## config.mk

```make
export PLATFORM = sky130hd
export DESIGN_NAME = ansi_csi_escape_parser
export DESIGN_NICKNAME = d
export VERILOG_FILES = /design/src/rtl/acep_pkg.sv /design/src/rtl/acep_front.sv /design/src/rtl/acep_queue.sv /design/src/rtl/acep_back.sv /design/src/rtl/ansi_csi_escape_parser.sv
export SDC_FILE = /design/constraint.sdc
export NUM_CORES = 1
export LEC_CHECK = 0
export BUFFER_PORTS_ARGS = -buffer_cell sky130_fd_sc_hd__buf_2
export CELL_PAD_IN_SITES_DETAIL_PLACEMENT = 0
export CELL_PAD_IN_SITES_GLOBAL_PLACEMENT = 2
export CORE_MARGIN = 10
export CORE_UTILIZATION = 50
export CTS_BUF_LIST = sky130_fd_sc_hd__clkbuf_8
export DETAILED_ROUTE_END_ITERATION = 10
export GPL_ROUTABILITY_DRIVEN = 0
export PLACE_DENSITY_LB_ADDON = 0.1
export RECOVER_POWER = 25
export SLEW_MARGIN = 20
export SYNTH_ARGS = -nofsm -noshare
export SYNTH_HDL_FRONTEND = slang
export SYNTH_SLANG_ARGS = --single-unit
```

## constraint.sdc

```tcl
create_clock -name clock -period 18.7 [get_ports clock]
set_input_delay 1.87 -clock clock [delete_from_list [all_inputs] [get_ports clock]]
set_output_delay 1.87 -clock clock [all_outputs]
set_load 0.005 [all_outputs]
```

## src/rtl/acep_pkg.sv

```systemverilog
// Shared constants and types for the ANSI CSI escape parser.
// Used by the front, back, top level and checker modules and the testbench; depends on nothing.
package acep_pkg;

   // Result status codes.
   localparam logic [2:0] STATUS_TEXT       = 3'd0;
   localparam logic [2:0] STATUS_ABSORBED   = 3'd1;
   localparam logic [2:0] STATUS_DONE       = 3'd2;
   localparam logic [2:0] STATUS_ABORT_TEXT = 3'd3;
   localparam logic [2:0] STATUS_ABORT_ESC  = 3'd4;

   // Byte codes recognized by the parser.
   localparam logic [7:0] CHAR_ESC     = 8'h1B;
   localparam logic [7:0] CHAR_BRACKET = 8'h5B;
   localparam logic [7:0] CHAR_EQUALS  = 8'h3D;
   localparam logic [7:0] CHAR_SEMI    = 8'h3B;
   localparam logic [7:0] CHAR_ZERO    = 8'h30;
   localparam logic [7:0] CHAR_NINE    = 8'h39;
   localparam logic [7:0] CHAR_UP_A    = 8'h41;
   localparam logic [7:0] CHAR_UP_B    = 8'h42;
   localparam logic [7:0] CHAR_UP_C    = 8'h43;
   localparam logic [7:0] CHAR_UP_D    = 8'h44;
   localparam logic [7:0] CHAR_UP_H    = 8'h48;
   localparam logic [7:0] CHAR_UP_K    = 8'h4B;
   localparam logic [7:0] CHAR_LO_F    = 8'h66;
   localparam logic [7:0] CHAR_LO_H    = 8'h68;
   localparam logic [7:0] CHAR_LO_J    = 8'h6A;
   localparam logic [7:0] CHAR_LO_L    = 8'h6C;
   localparam logic [7:0] CHAR_LO_M    = 8'h6D;
   localparam logic [7:0] CHAR_LO_S    = 8'h73;
   localparam logic [7:0] CHAR_LO_U    = 8'h75;

   // Entries held between the front and the back.
   localparam int QUEUE_DEPTH = 2;

   // Fixed part of one queued command; parameters and count travel beside it.
   typedef struct packed {
      logic [2:0] status;
      logic [7:0] text_byte;
      logic [7:0] command_byte;
      logic       private_mode;
   } acep_head_type;

endpackage

```

## src/rtl/acep_front.sv

```systemverilog
// Front end of the escape parser: accepts bytes, runs the sequence state machine
// and the parameter store, and queues one command per byte. Uses acep_pkg.
module acep_front
   import acep_pkg::*;
#(
   parameter int MAX_PARAMS = 8,
   parameter int PARAM_BITS = 16,
   localparam int CW = $clog2(MAX_PARAMS + 1),
   localparam int IW = $clog2(MAX_PARAMS)
) (
   input  logic                             clock,
   input  logic                             reset,
   input  logic                             req_tvalid,
   output logic                             req_tready,
   input  logic [7:0]                       req_tdata,
   input  logic                             queue_full,
   output logic                             push,
   output acep_head_type                    head,
   output logic [CW-1:0]                    count,
   output logic [MAX_PARAMS*PARAM_BITS-1:0] params
);

   localparam logic [2:0] ST_IDLE    = 3'd0;
   localparam logic [2:0] ST_ESC     = 3'd1;
   localparam logic [2:0] ST_BRACKET = 3'd2;
   localparam logic [2:0] ST_VAL     = 3'd3;
   localparam logic [2:0] ST_SEMI    = 3'd4;
   localparam logic [2:0] ST_EQU     = 3'd5;

   localparam logic [1:0] CTX_BRACKET = 2'd0;
   localparam logic [1:0] CTX_EQU     = 2'd1;
   localparam logic [1:0] CTX_SEMI    = 2'd2;

   logic [2:0]            state_ff;
   logic [1:0]            ctx_ff;
   logic [3:0]            semi_ff;
   logic [CW-1:0]         stored_ff;
   logic                  priv_ff;
   logic                  in_num_ff;
   logic [PARAM_BITS-1:0] store_ff [MAX_PARAMS];

   logic [7:0]            b;
   logic                  is_digit;
   logic                  do_start, do_add, do_semi, do_fin, do_idle, aborted;
   logic                  to_bracket, to_equ, idle_path, has_room;
   logic [1:0]            start_ctx;
   logic [CW-1:0]         last_pos;
   logic [PARAM_BITS+3:0] ext, sum;
   logic [PARAM_BITS-1:0] add_val;

   assign b          = req_tdata;
   assign is_digit   = (b >= CHAR_ZERO) && (b <= CHAR_NINE);
   assign req_tready = !queue_full;
   assign push       = req_tvalid && req_tready;
   assign has_room   = stored_ff < CW'(MAX_PARAMS);
   assign last_pos   = stored_ff - CW'(1);

   always_comb begin
      do_start   = 1'b0;
      do_add     = 1'b0;
      do_semi    = 1'b0;
      do_fin     = 1'b0;
      do_idle    = 1'b0;
      aborted    = 1'b0;
      to_bracket = 1'b0;
      to_equ     = 1'b0;
      start_ctx  = CTX_BRACKET;
      unique case (state_ff)
         ST_ESC: begin
            if (b == CHAR_BRACKET) to_bracket = 1'b1;
            else aborted = 1'b1;
         end
         ST_BRACKET: begin
            if (is_digit) begin
               do_start = 1'b1;
            end else if (b == CHAR_EQUALS) begin
               to_equ = 1'b1;
            end else if (b == CHAR_UP_H || b == CHAR_LO_F || b == CHAR_LO_M ||
                         b == CHAR_LO_S || b == CHAR_LO_U || b == CHAR_UP_K ||
                         b == CHAR_UP_A || b == CHAR_UP_B || b == CHAR_UP_C ||
                         b == CHAR_UP_D) begin
               do_fin = 1'b1;
            end else begin
               aborted = 1'b1;
            end
         end
         ST_EQU: begin
            if (is_digit) begin
               do_start  = 1'b1;
               start_ctx = CTX_EQU;
            end else if (b == CHAR_LO_H || b == CHAR_LO_L) begin
               do_fin = 1'b1;
            end else begin
               aborted = 1'b1;
            end
         end
         ST_SEMI: begin
            if (is_digit) begin
               do_start  = 1'b1;
               start_ctx = CTX_SEMI;
            end else if (b == CHAR_SEMI) begin
               do_semi = 1'b1;
            end else if (b == CHAR_LO_M || b == CHAR_UP_H || b == CHAR_LO_F) begin
               do_fin = 1'b1;
            end else begin
               aborted = 1'b1;
            end
         end
         ST_VAL: begin
            if (is_digit) begin
               do_add = 1'b1;
            end else begin
               unique case (ctx_ff)
                  CTX_BRACKET: begin
                     if (b == CHAR_SEMI) do_semi = 1'b1;
                     else if (b == CHAR_UP_A || b == CHAR_UP_B || b == CHAR_UP_C ||
                              b == CHAR_UP_D || b == CHAR_LO_J || b == CHAR_LO_M)
                        do_fin = 1'b1;
                     else aborted = 1'b1;
                  end
                  CTX_EQU: begin
                     if (b == CHAR_LO_H || b == CHAR_LO_L) do_fin = 1'b1;
                     else aborted = 1'b1;
                  end
                  CTX_SEMI: begin
                     // Cursor position takes two numbers, so H and f only fit
                     // after exactly one semicolon.
                     if (semi_ff == 4'd1 && (b == CHAR_UP_H || b == CHAR_LO_F))
                        do_fin = 1'b1;
                     else if (b == CHAR_SEMI) do_semi = 1'b1;
                     else if (b == CHAR_LO_M) do_fin = 1'b1;
                     else aborted = 1'b1;
                  end
                  default: aborted = 1'b1;
               endcase
            end
         end
         default: do_idle = 1'b1;
      endcase
   end

   assign idle_path = do_idle || aborted;

   always_comb begin
      head.status = STATUS_ABSORBED;
      if (do_fin) begin
         head.status = STATUS_DONE;
      end else if (idle_path) begin
         if (b == CHAR_ESC) head.status = aborted ? STATUS_ABORT_ESC : STATUS_ABSORBED;
         else head.status = aborted ? STATUS_ABORT_TEXT : STATUS_TEXT;
      end
      head.text_byte    = (idle_path && b != CHAR_ESC) ? b : 8'd0;
      head.command_byte = do_fin ? b : 8'd0;
      head.private_mode = do_fin && priv_ff;
      count             = do_fin ? stored_ff : '0;
   end

   for (genvar i = 0; i < MAX_PARAMS; i++) begin : g_params
      assign params[i*PARAM_BITS +: PARAM_BITS] = store_ff[i];
   end

   // Next value of the open parameter: times ten plus the digit, saturated.
   always_comb begin
      ext = {4'd0, store_ff[last_pos[IW-1:0]]};
      sum = (ext << 3) + (ext << 1) + (PARAM_BITS + 4)'(b[3:0]);
      if (sum > {4'd0, {PARAM_BITS{1'b1}}}) add_val = {PARAM_BITS{1'b1}};
      else add_val = sum[PARAM_BITS-1:0];
   end

   always_ff @(posedge clock) begin
      if (reset) begin
         state_ff  <= ST_IDLE;
         ctx_ff    <= CTX_BRACKET;
         semi_ff   <= 4'd0;
         stored_ff <= '0;
         priv_ff   <= 1'b0;
         in_num_ff <= 1'b0;
      end else if (push) begin
         if (do_fin || idle_path) begin
            state_ff  <= (idle_path && b == CHAR_ESC) ? ST_ESC : ST_IDLE;
            ctx_ff    <= CTX_BRACKET;
            semi_ff   <= 4'd0;
            stored_ff <= '0;
            priv_ff   <= 1'b0;
            in_num_ff <= 1'b0;
         end
         if (to_bracket) state_ff <= ST_BRACKET;
         if (to_equ) begin
            state_ff <= ST_EQU;
            priv_ff  <= 1'b1;
         end
         if (do_start) begin
            state_ff  <= ST_VAL;
            ctx_ff    <= start_ctx;
            in_num_ff <= has_room;
            if (has_room) stored_ff <= stored_ff + CW'(1);
         end
         if (do_semi) begin
            state_ff  <= ST_SEMI;
            in_num_ff <= 1'b0;
            if (semi_ff < 4'd15) semi_ff <= semi_ff + 4'd1;
         end
      end
   end

   always_ff @(posedge clock) begin
      if (push && do_start && has_room) begin
         store_ff[stored_ff[IW-1:0]] <= PARAM_BITS'(b[3:0]);
      end else if (push && do_add && in_num_ff && stored_ff != '0) begin
         store_ff[last_pos[IW-1:0]] <= add_val;
      end
   end

endmodule

```

## src/rtl/acep_queue.sv

```systemverilog
// Small first-in first-out queue of parser commands between front and back.
// Generic in width and depth; no package dependency.
module acep_queue #(
   parameter int WIDTH = 8,
   parameter int DEPTH = 2,
   localparam int PW = $clog2(DEPTH),
   localparam int NW = $clog2(DEPTH + 1)
) (
   input  logic             clock,
   input  logic             reset,
   input  logic             push,
   input  logic [WIDTH-1:0] wr_data,
   output logic             full,
   input  logic             pop,
   output logic [WIDTH-1:0] rd_data,
   output logic             not_empty
);

   logic [WIDTH-1:0] entry_ff [DEPTH];
   logic [PW-1:0]    wr_ptr_ff, rd_ptr_ff;
   logic [NW-1:0]    fill_ff;

   assign full      = fill_ff == NW'(DEPTH);
   assign not_empty = fill_ff != '0;
   assign rd_data   = entry_ff[rd_ptr_ff];

   always_ff @(posedge clock) begin
      if (reset) begin
         wr_ptr_ff <= '0;
         rd_ptr_ff <= '0;
         fill_ff   <= '0;
      end else begin
         if (push) wr_ptr_ff <= (wr_ptr_ff == PW'(DEPTH - 1)) ? '0 : wr_ptr_ff + PW'(1);
         if (pop) rd_ptr_ff <= (rd_ptr_ff == PW'(DEPTH - 1)) ? '0 : rd_ptr_ff + PW'(1);
         if (push && !pop) fill_ff <= fill_ff + NW'(1);
         else if (pop && !push) fill_ff <= fill_ff - NW'(1);
      end
   end

   always_ff @(posedge clock) begin
      if (push) entry_ff[wr_ptr_ff] <= wr_data;
   end

endmodule

```

## src/rtl/acep_back.sv

```systemverilog
// Back end of the escape parser: takes queued commands and sends one result
// word per stored parameter (or one word) on the result stream. Uses acep_pkg.
module acep_back
   import acep_pkg::*;
#(
   parameter int MAX_PARAMS = 8,
   parameter int PARAM_BITS = 16,
   parameter int DW = 40,
   localparam int CW = $clog2(MAX_PARAMS + 1),
   localparam int IW = $clog2(MAX_PARAMS)
) (
   input  logic                             clock,
   input  logic                             reset,
   input  logic                             q_valid,
   input  acep_head_type                    q_head,
   input  logic [CW-1:0]                    q_count,
   input  logic [MAX_PARAMS*PARAM_BITS-1:0] q_params,
   output logic                             pop,
   output logic                             rsp_tvalid,
   input  logic                             rsp_tready,
   output logic [DW-1:0]                    rsp_tdata,
   output logic [2:0]                       rsp_tuser,
   output logic                             rsp_tlast
);

   logic                             cur_valid_ff;
   acep_head_type                    cur_head_ff;
   logic [CW-1:0]                    cur_count_ff;
   logic [MAX_PARAMS*PARAM_BITS-1:0] cur_params_ff;
   logic [IW-1:0]                    k_ff;

   logic                  hs, last, load;
   logic [PARAM_BITS-1:0] value;

   assign rsp_tvalid = cur_valid_ff;
   assign hs         = rsp_tvalid && rsp_tready;
   assign last       = (cur_count_ff == '0) || (CW'(k_ff) == cur_count_ff - CW'(1));
   assign load       = q_valid && (!cur_valid_ff || (hs && last));
   assign pop        = load;
   assign value      = (cur_count_ff == '0) ? '0 : cur_params_ff[k_ff*PARAM_BITS +: PARAM_BITS];

   always_comb begin
      rsp_tdata                           = '0;
      rsp_tdata[7:0]                      = cur_head_ff.text_byte;
      rsp_tdata[15:8]                     = cur_head_ff.command_byte;
      rsp_tdata[16]                       = cur_head_ff.private_mode;
      rsp_tdata[19:17]                    = 3'(k_ff);
      rsp_tdata[20 +: PARAM_BITS]         = value;
      rsp_tdata[20 + PARAM_BITS +: 4]     = 4'(cur_count_ff);
   end
   assign rsp_tuser = cur_head_ff.status;
   assign rsp_tlast = last;

   always_ff @(posedge clock) begin
      if (reset) begin
         cur_valid_ff <= 1'b0;
         k_ff         <= '0;
      end else if (load) begin
         cur_valid_ff <= 1'b1;
         k_ff         <= '0;
      end else if (hs && last) begin
         cur_valid_ff <= 1'b0;
      end else if (hs) begin
         k_ff <= k_ff + IW'(1);
      end
   end

   always_ff @(posedge clock) begin
      if (load) begin
         cur_head_ff   <= q_head;
         cur_count_ff  <= q_count;
         cur_params_ff <= q_params;
      end
   end

endmodule

```

## src/rtl/ansi_csi_escape_parser.sv

```systemverilog
// ANSI CSI escape parser, top level. A byte is taken every cycle while the command
// queue has room; its command is then queued, and the back loads its first result word
// into the output register once that is free. A byte that completes a sequence gives
// one word per stored parameter, or one word if none is stored; every other byte gives one.
// Synchronous active-high reset clears the parser state, the queue and the output.
// Depends on acep_pkg, acep_front, acep_queue and acep_back.
module ansi_csi_escape_parser
   import acep_pkg::*;
#(
   parameter int MAX_PARAMS = 8,
   parameter int PARAM_BITS = 16,
   localparam int CW = $clog2(MAX_PARAMS + 1),
   localparam int DW = ((24 + PARAM_BITS + 7) / 8) * 8,
   localparam int QW = $bits(acep_head_type) + CW + MAX_PARAMS * PARAM_BITS
) (
   input  logic          clock,
   input  logic          reset,
   input  logic          req_tvalid,
   output logic          req_tready,
   input  logic [7:0]    req_tdata,   // byte_in
   output logic          rsp_tvalid,
   input  logic          rsp_tready,
   // text_byte[7:0], command_byte[15:8], private_mode[16], param_index[19:17],
   // param_value[20 +: PARAM_BITS], param_count[next 4 bits], zero fill
   output logic [DW-1:0] rsp_tdata,
   output logic [2:0]    rsp_tuser,   // status
   output logic          rsp_tlast    // last
);

   logic                             full, push, pop, not_empty;
   acep_head_type                    f_head, q_head;
   logic [CW-1:0]                    f_count, q_count;
   logic [MAX_PARAMS*PARAM_BITS-1:0] f_params, q_params;
   logic [QW-1:0]                    q_rd;

   acep_front #(.MAX_PARAMS(MAX_PARAMS), .PARAM_BITS(PARAM_BITS)) u_front (
      .clock, .reset, .req_tvalid, .req_tready, .req_tdata,
      .queue_full(full), .push, .head(f_head), .count(f_count), .params(f_params)
   );

   acep_queue #(.WIDTH(QW), .DEPTH(QUEUE_DEPTH)) u_queue (
      .clock, .reset, .push, .wr_data({f_params, f_count, f_head}), .full,
      .pop, .rd_data(q_rd), .not_empty
   );

   assign {q_params, q_count, q_head} = q_rd;

   acep_back #(.MAX_PARAMS(MAX_PARAMS), .PARAM_BITS(PARAM_BITS), .DW(DW)) u_back (
      .clock, .reset, .q_valid(not_empty), .q_head, .q_count, .q_params, .pop,
      .rsp_tvalid, .rsp_tready, .rsp_tdata, .rsp_tuser, .rsp_tlast
   );

endmodule

```

==> results of run 1 <==
==> through the flow <==
step / hold slack [ns] / utilization, %
2_1_floorplan: 0.439 / -
3_3_place_gp: 0.451 / 53.1
3_5_place_dp: 0.459 / 53.1
4_1_cts: 0.470 / 56.8
5_1_grt: 0.481 / 56.8
6_report: 0.473 / 56.8
==> kinds of logic (layout without fill, tap and decap cells) <==
kind of cell | after synthesis | in the layout
buffers and inverters | 79 | 277
other | 1 | 3
and+or+nand+nor | 198 | 198
DFF | 607 | 607
muxes | 252 | 252
AOI/OAI and AO/OA | 112 | 112
xor gates and xnor gates | 23 | 23
adders and majority gates | 44 | 44
==> metal layers <==
metal  GRT usage [%]  up-vias  part of all wire, %
li1                -     5488                    -
met1            22.8     6219                   44
met2            28.9      241                   50
met3            3.63       72                  4.3
met4            4.97        0                  1.7
met5               0        -                    0
==> cells in the final DEF (no fill, tap or decap), types with 8 or more instances in the layout <==
cell type  synthesis  layout
and2_1            16      16
clkbuf_8           0     102
clkinv_2           0      10
mux2_2           169     169
a21oi_1           35      34
nor2_2             0       8
a31oi_1           10      10
xnor2_1           13      13
o21a_1            13      13
mux4_2            64      64
clkinv_1           0      24
nand4_1            8       8
and3_1             9       9
nand3_1           11      11
o21ai_0           16      16
xor2_1            10       9
inv_1             16      52
nand2_1           29      29
mux2i_1           19      19
nor2_1            69      60
nor3_1            16      15
buf_2              6      55
ha_1              41      41
dfxtp_1           23      19
buf_4              1      22
edfxtp_1         584     584
==> worst reg2reg max path: stages, from the launching register on <==
cell and delay (ns):
dfxtp_2 0.31, buf_4 0.58, inv_1 0.14, ha_1 0.31
buf_4 0.45, mux4_2 0.41, mux2_2 0.32, fa_1 0.51
fa_1 0.49, a211oi_1 0.33, o211ai_1 0.20, a41oi_1 0.39
o21ai_0 0.19, a21oi_1 0.48, buf_4 0.32, nor2_1 0.06
a21oi_1 0.44
==> report_power, final <==
| part | switching [mW] | internal, mW | leakage [nW] | total, mW |
|---|---|---|---|---|
| clock | 0.496 | 0.545 | 1.05 | 1.04 |
| combinational | 0.334 | 0.284 | 2.50 | 0.618 |
| sequential | 0.0873 | 1.84 | 5.85 | 1.93 |
==> sequential cells by signal, summed over array words and instances (netlist names), 2 cells and up <==
register              flops
u_back.k_ff               3
u_back.cur_params_ff    128
u_back.cur_count_ff       4
u_front.stored_ff         4
u_front.semi_ff           4
u_front.ctx_ff            2
u_front.state_ff          3
u_queue.fill_ff           2
u_back.rsp_tdata         17
u_queue.entry_ff        304
u_front.store_ff        128
u_back.rsp_tuser          3
==> cell type report <==
cell class | instances | area (sq um)
repair buffers | 81 | 472
multi-input cells | 631 | 6130
inverters | 19 | 71.3
well taps | 615 | 769
clock inverters | 75 | 384
flip-flops and latches | 607 | 18000
clock buffers | 102 | 1400
fillers | 3722 | 20700
diodes | 1 | 2.50
==> worst min path at each step <==
stage | slack, ns | cells past startpoint | to
finish | 0.47 | 0 | u_queue.entry_ff[1][143]
global route | 0.48 | 0 | u_queue.entry_ff[1][96]
CTS | 0.47 | 0 | u_queue.entry_ff[0][143]
detailed placement | 0.46 | 0 | u_queue.entry_ff[0][143]
global placement | 0.45 | 0 | u_queue.entry_ff[0][143]
floorplan | 0.44 | 0 | u_queue.entry_ff[0][104]
==> metrics, run 1 <==
CP arrival 6.60 ns; R2R depth 16; total gr overflow 0; combinational family with the most area after synthesis multiplexers; CP Buf/Inv Count 4; Mapped Cells 1,316; Reg2Reg Setup Slack 12.49 ns; synth warn 0; cts hold-fix bufs 0; DR WL/cell roughly 23 microns; Worst Slack Setup Final approximately 12 ns; initial antenna violation count 1; # DRC 0; clk buf depth 3; status complete, but fails checks; Num CTS Buffers 97; die span in x 241 microns; critical path class flop to flop; DRT Pass-1 Iters 5; Cell Chain, Critical Path buf_4, inv_1, ha_1, buf_4, mux4_2, mux2_2, fa_1, fa_1, a211oi_1, o211ai_1, a41oi_1, o21ai_0, a21oi_1, buf_4, nor2_1, a21oi_1; DRT Wirelength roughly 49,000 microns; critical path's top delay family compound AO/OA/AOI/OAI gates; cell mode on critical path buf_4; Synth Flop Type edfxtp_1; Total GRT Usage 17.4%; simple-gate share of the synthesized area 4.20%; asr flop ratio synth 0%; crit path launch u_front.stored_ff[0]; number of failing hold endpoints at the final stage 0; Die H 241 microns; Stages on worst setup path 16; RR Startpoint u_front.stored_ff[0]; min-delay src u_front.store_ff[7][7]; Initial DRC Count between 600 and 700; dpl cells approximately 2,000; CP max FO 40; Antenna Nets Post-Route 0; # port buffers 57; CTS tree done; setup violation total in the final timing report 0; Syn-to-layout area delta 11.7%; clock latency on the worst-skew pair 0.66 ns; clock slew at reported path FFs 0.06 ns; placed inst area 25,500 sq um; Synth top area share 71.9%; Via Count between 10,000 and 15,000; post-place setup slack roughly 13 ns; Clock Tree Root clkbuf_8; fin cells 2,131; Max Fclk between 150 and 200 MHz; I/O pin cnt 58; CP endpoint kind flop; Tcrit/Tclk final 33.2%; Mapped Area 24,400 sq um; Yosys top cell by area edfxtp_1; Worst-Margin Slew 1.96 ns; skew final 0.0212 ns; vias per cell between 5 and 6; # resized after CTS 0; H-tree level count 3; num rows 80; Final Max Slew Viols 76; Slew Limit Headroom -30.5%; critical path startpoint category flop; most common cell in the synthesized netlist edfxtp_1; Required @ worst endpoint 19.09 ns; Synth cell types 66; Die Area 58,000 sq um; post-route cell area 27,200 sq um; clock sink total 607; post-synthesis mux area share 14.5%; Synth Register Bits 607; Critical Path End u_front.store_ff[1][2]; crit-path max cell delay 0.58 ns; unrepaired setup endpoints after global routing false; Core Region 47,900 sq um; Avg Cell Area, Syn 18.5 sq um; vias in the first global route 12,700; MaxCap Viol Count 2; Synth Area in Compound Gates 3.06%; Synth Area in Adders 2.31%; fin nets 1,492; setup_tns 0 ns; Power Density 132 nW/um^2; slowest stage cell, crit path buf_4; most frequent cells after synthesis edfxtp_1, mux2_2, nor2_1; initial cell density of the core 50.8%; largest net degree at the start of global routing 158; Hold Crit Class flop to flop; P_leak 9.40 nW; Synth Area in XOR/XNOR 0.826%; synth top area cells edfxtp_1, mux2_2, mux4_2; Tmin final 6.21 ns; hpwl dp 29,300 microns; VDD IR-drop max 0.000117 V; R2R Path End u_front.store_ff[1][2]; # Post-CTS Setup Buffers 0; sequential area share after synthesis approximately 74%; count of flip-flops with a built-in enable after synthesis 584; Power, Total around 3.6 mW; first-pass GRT wire length 75,900 microns; violated checks max-capacitance violations, max-slew violations; share of layout cells above drive strength 1 30.4%
Power figures use the tool's default switching activity.
==> run 2: changes to the inputs <==
==> constraint.sdc (replaced) <==
create_clock -name clock -period 6.26 [get_ports clock]
set_input_delay 0.626 -clock clock [delete_from_list [all_inputs] [get_ports clock]]
set_output_delay 0.626 -clock clock [all_outputs]
set_load 0.005 [all_outputs]
==> run 2 against run 1 <==
Net effect: the run still ends with max-capacitance violations, max-slew violations left; routed wire length increased by 1.6%; core utilization is 0.16 points higher; clock skew increased by 0.016 ns; first-iteration DRC count increased by 31%; count of clock-buffer cells in the layout is 1 higher; power rose to 3.0 times the previous value; cell count up 0.23%; clock power grew to 3.0 times the previous value; sequential power rose to 3.0 times the previous value; combinational power rose to 3.0 times the previous value; highest routed layer unchanged.
==> metrics, run 2 (same netlist as run 1, synthesis figures left out) <==
dpl cells 1,954 (+0.051%); Via Count 12,100 (+0.29%); number of failing hold endpoints at the final stage 0 (unchanged); GRT Max-Usage Layer met2; most common cell after layout, fill and taps aside edfxtp_1; Ant. Diodes 0 (-1); skew final 0.0371 ns (+0.0159 ns); first-pass GRT wire length 77,300 microns (+1.9%); Worst-Margin Slew 2.98 ns (+1.02 ns); unrepaired setup endpoints after global routing false; fin nets 1,494 (+0.13%); num rows 80 (unchanged); setup_tns 0 ns (unchanged); DRT Wirelength 50,000 microns (+1.6%); CP endpoint kind flop; Tcrit/Tclk final 86.1% (+53 points); # resized after CTS 0 (unchanged); P_leak 9.41 nW (+0.17%); clock slew at reported path FFs 0.06 ns (about the same); H-tree level count 3 (unchanged); Logic pwr share 16.9% (-0.3 points); MaxCap Viol Count 1 (-1); Syn-to-layout area delta 12.0%; clk buf depth 3 (unchanged); setup violation total in the final timing report 0 (unchanged); largest net degree at the start of global routing 157 (-0.63%); Core Region 47,900 sq um (unchanged); Reg power frac 53.7% (about the same); Clock Tree Root clkbuf_8; critical path class flop to flop; # port buffers 57 (unchanged); Fin Hold WS 0.355 ns (-0.118 ns); DR WL/cell 23.4 microns (+1.4%); vias in the first global route 12,700 (+0.17%); placed inst area 25,500 sq um (about the same); net switching power of the design 2.79 mW (+200%); Reg2Reg Setup Slack 0.87 ns (-11.62 ns); # DRC 0 (unchanged); R2R Path End u_front.store_ff[4][1]; # Post-CTS Setup Buffers 0 (unchanged); post-route cell area 27,300 sq um (+0.28%); violated checks max-capacitance violations, max-slew violations; I/O pin cnt 58 (unchanged); VDD IR-drop max 0.000300 V (+160%); crit path launch u_front.stored_ff[1]; DRT Pass-1 Iters 5 (unchanged); clock latency on the worst-skew pair 0.68 ns (+0.02 ns); fill count 3,606 (-3.1%); fin cells 2,136 (+0.23%); Power Density 396 nW/um^2 (+200%); Int Pwr 8.03 mW (+200%); Final Max Slew Viols 58 (-24%); clock sink total 607 (unchanged); total gr overflow 0 (unchanged); R2R depth 14 (-2); met3 usage 3.52% (-0.10 points); Hold Crit Class input pin to flop; Antenna Nets Post-Route 0 (unchanged); Sw Share 25.8% (+0.19 points); hpwl dp 29,700 microns (+1.4%); M2 GR Usage 29.1% (+0.17 points); share of layout cells above drive strength 1 31.3% (+0.87 points); Max Fclk 186 MHz (+15%); status complete, but fails checks; Critical Path End u_front.store_ff[4][1]; Required @ worst endpoint 6.65 ns (-12.44 ns); max reg flops 304 (unchanged); Die H 241 microns (unchanged); cts hold-fix bufs 0 (unchanged); global routing met1 resource utilization 23.7% (+0.98 points); Initial DRC Count 855 (+31%); Num CTS Buffers 98 (+1.0%); Die Area 58,000 sq um (unchanged); most flop-heavy register u_queue.entry_ff; RR Startpoint u_front.stored_ff[1]; most frequent cells in the layout edfxtp_1, mux2_2, clkbuf_8; CTS tree done; initial cell density of the core 50.8% (unchanged); die span in x 241 microns (unchanged); Slew Limit Headroom -98.9% (-68 points); initial antenna violation count 0 (-1); Tmin final 5.39 ns (-0.824 ns); CP max FO 17 (-57%); CP arrival 5.78 ns (-0.82 ns); critical path startpoint category flop; Total GRT Usage 17.8% (+0.43 points); Clock power frac 29.4% (+0.4 points); vias per cell 5.64 (about the same)
## run 2: per-stage QoR
stage	util [%]	worst slack [ns]	power, mW
5_1_grt	57.0	0.485	11.4
6_report	57.0	0.872	10.8
4_1_cts	57.0	0.913	11.0
3_5_place_dp	53.2	0.961	7.76
2_1_floorplan	-	0.659	7.15
3_3_place_gp	53.2	1.09	7.72
## run 2: cell type report
type	instances	area [sq um]	share of cell area, %
Inverter	19	71.3	0.261
Multi-Input combinational cell	631	6140	22.5
Clock buffer	103	1420	5.19
Sequential cell	607	18000	65.9
Clock inverter	79	423	1.55
Timing Repair Buffer	82	493	1.80
Tap cell	615	769	2.82
## run 2: worst min path at each step
stage,from,slack [ns],depth (start not counted),endpoint
final,req_tdata[7],0.36,1,u_queue.entry_ff[0][16]
after global routing,rsp_tready,0.35,4,u_back.rsp_tvalid
after CTS,req_tdata[7],0.20,1,u_queue.entry_ff[0][16]
after detailed placement,u_front.store_ff[2][4],0.46,0,u_queue.entry_ff[1][60]
after global placement,u_front.store_ff[2][14],0.45,0,u_queue.entry_ff[0][70]
after floorplan,u_front.store_ff[5][0],0.44,0,u_queue.entry_ff[0][104]
## run 2: power by group through the flow
stage	Sequential, mW	Clock [mW]	Combinational, mW
final	5.81	3.17	1.83
after global routing	5.89	3.46	2.02
after CTS	5.82	3.27	1.88
after detailed placement	5.90	0	1.87
after global placement	5.87	0	1.85
after floorplan	5.80	0	1.35
## run 2: worst max-delay path, cell delays in order (launching register included)
cell and delay (ns):
dfxtp_1 0.44, inv_1 0.11, ha_1 0.77, mux4_2 0.40, mux2_2 0.31, fa_1 0.51, fa_1 0.50, a211oi_1 0.33
o211ai_1 0.19, a41oi_1 0.38, o21ai_0 0.19, a21oi_1 0.22, buf_4 0.22, nor2_1 0.06, a21oi_1 0.45
## run 2: layer usage
metal | vias up | wire length, microns
li1 | 5496 | -
met1 | 6235 | 22000
met3 | 82 | 2020
met4 | 0 | 1070
met2 | 242 | 24900
met5 | - | 0
==> run 3: changes to the inputs <==
==> constraint.sdc (replaced) <==
create_clock -name clock -period 5 [get_ports clock]
set_input_delay 0.5 -clock clock [delete_from_list [all_inputs] [get_ports clock]]
set_output_delay 0.5 -clock clock [all_outputs]
set_load 0.005 [all_outputs]
==> run 3 against run 2 <==
Net effect: the flow still finishes with violations (max-capacitance violations, max-slew violations); first-iteration DRC count increased by 9.5%; maximum frequency grew 14%; combinational power up 29%; critical endpoint is now u_front.store_ff[6][2]; largest cell class unchanged.
==> metrics, run 3 (same netlist as run 1, synthesis figures left out) <==
clock sink total 607 (unchanged); R2R Path End u_front.store_ff[6][2]; slowest stage cell, crit path fa_1; Tcrit/Tclk final 94.3% (+8.3 points); status complete, but fails checks; setup violation total in the final timing report 0 (unchanged); # DRC 0 (unchanged); fill count 3,627 (+0.58%); CP endpoint kind flop; # port buffers 57 (unchanged); initial cell density of the core 50.8% (unchanged); VDD IR-drop max 0.000303 V (+1.1%); Syn-to-layout area delta 12.1% (about the same); DRT Pass-1 Iters 5 (unchanged); Hold Path Cell Cnt 1 (unchanged); clock latency on the worst-skew pair 0.69 ns (about the same); fin nets 1,502 (+0.54%); Fin Hold WS 0.201 ns (-0.154 ns); vias per cell 5.65 (about the same); Hold Crit Endpoint u_queue.entry_ff[1][16]; die span in x 241 microns (unchanged); Initial DRC Count 936 (+9.5%); I/O pin cnt 58 (unchanged); cts hold-fix bufs 0 (unchanged); placed inst area 25,600 sq um (+0.52%); Num CTS Buffers 96 (-2.0%); violated checks max-capacitance violations, max-slew violations; P_leak 9.42 nW (about the same); CTS tree done; Via Count 12,100 (+0.075%); clock slew at reported path FFs 0.06 ns (about the same); Cell Chain, Critical Path inv_1, ha_2, mux4_2, mux2_2, fa_1, fa_1, a211oi_1, o211ai_1, a41oi_2, o21ai_0, a21oi_2, buf_4, nor2_1, a21oi_1; Tmin final 4.72 ns (-0.672 ns); RR Startpoint u_front.stored_ff[1]; number of failing hold endpoints at the final stage 0 (unchanged); critical path startpoint category flop; Antenna Nets Post-Route 0 (unchanged); most frequent cells in the layout edfxtp_1, mux2_2, clkbuf_8; R2R depth 14 (unchanged); initial antenna violation count 1 (+1); first-pass GRT wire length 77,100 microns (-0.27%); hpwl dp 29,300 microns (-1.4%); Power Density 486 nW/um^2 (+23%); Hold Crit Class input pin to flop; skew final 0.0471 ns (+0.0100 ns); Die Area 58,000 sq um (unchanged); max reg flops 304 (unchanged); Reg2Reg Setup Slack 0.28 ns (-0.59 ns); share of layout cells above drive strength 1 31.2% (-0.090 points); vias in the first global route 12,800 (+0.75%); cell mode on critical path fa_1; most common cell after layout, fill and taps aside edfxtp_1; crit-path max cell delay 0.53 ns (-0.24 ns); min-delay src req_tdata[7]; Max Fclk 212 MHz (+14%); Power, Total 13.3 mW (+23%); Total GRT Usage 17.7% (-0.071 points); Core Region 47,900 sq um (unchanged); most flop-heavy register u_queue.entry_ff; MaxCap Viol Count 1 (unchanged); Die H 241 microns (unchanged); Clock Tree Root clkbuf_8; largest net degree at the start of global routing 153 (-2.5%); H-tree level count 3 (unchanged); Slew Limit Headroom -83.8% (+15 points); DRT Wirelength 49,800 microns (-0.31%); setup_tns 0 ns (unchanged); post-route cell area 27,300 sq um (about the same); CP max FO 9 (-8); critical path class flop to flop; total gr overflow 0 (unchanged); num rows 80 (unchanged); clk buf depth 3 (unchanged); Final Max Slew Viols 53 (-8.6%); CP arrival 5.12 ns (-0.66 ns); Worst-Margin Slew 2.76 ns (-0.226 ns); Required @ worst endpoint 5.40 ns (-1.25 ns); DR WL/cell 23.3 microns (-0.36%); unrepaired setup endpoints after global routing true
[run 3: repair_timing]
| item | 4_1_cts | 5_1_grt |
|---|---|---|
| gates resized for setup | 0 | 2 |
| buffers inserted | 0 | 0 |
| endpoints found under the setup margin | 0 | 128 |
[run 3: cell type report]
cell class,count,area [sq um],area share [%]
tap,615,769,2.82
sequential,607,18000,65.9
antenna,3,7.51,0.0275
timing repair buffer,92,649,2.38
multi-input combinational,631,6150,22.5
clock inverter,72,317,1.16
clock buffer,98,1350,4.94
inverter,19,71.3,0.261
[run 3: power by group]
part	internal [mW]	leakage [nW]	switching [mW]	total [mW]
combinational	1.12	2.59	1.24	2.36
sequential	6.89	5.85	0.343	7.23
clock	1.82	0.986	1.88	3.70
total	9.83	9.42	3.46	13.3
[run 3: worst max-delay path: cells and delay by family, from the launching register on]
kind	cells	cell delay (ns)
AOI/OAI and AO/OA	6	1.61
adders and majority gates	3	1.48
muxes	2	0.68
DFF	1	0.33
buffers and inverters	2	0.28
and+or+nand+nor	1	0.06
[run 3: stage by stage]
step                util, %  setup WS (ns)  std cells
floorplan                 -         -0.183       1317
global placement       53.4          0.284       1963
detailed placement     53.4          0.190       1963
CTS                    56.9          0.172       2133
global route           57.0         -0.104       2136
finish                 57.0          0.284       2137
[run 3: how the worst max path moves through the flow]
stage | depth (start not counted) | to | from
after floorplan | 10 | u_queue.fill_ff[1] | u_back.cur_count_ff[0]
after global placement | 15 | u_front.store_ff[2][2] | u_front.stored_ff[0]
after detailed placement | 14 | u_front.store_ff[3][1] | u_front.stored_ff[0]
after CTS | 14 | u_front.store_ff[3][1] | u_front.stored_ff[0]
after global routing | 15 | u_front.store_ff[7][3] | u_front.stored_ff[1]
final | 14 | u_front.store_ff[6][2] | u_front.stored_ff[1]
[run 3: per-layer routing]
layer / vias to the layer above / track usage, % / wire [microns]
met3: 89 / 3.75 / 2100
li1: 5501 / - / -
met1: 6231 / 23.8 / 21900
met2: 243 / 28.5 / 24700
met4: 0 / 5.87 / 1090
met5: - / 0 / 0
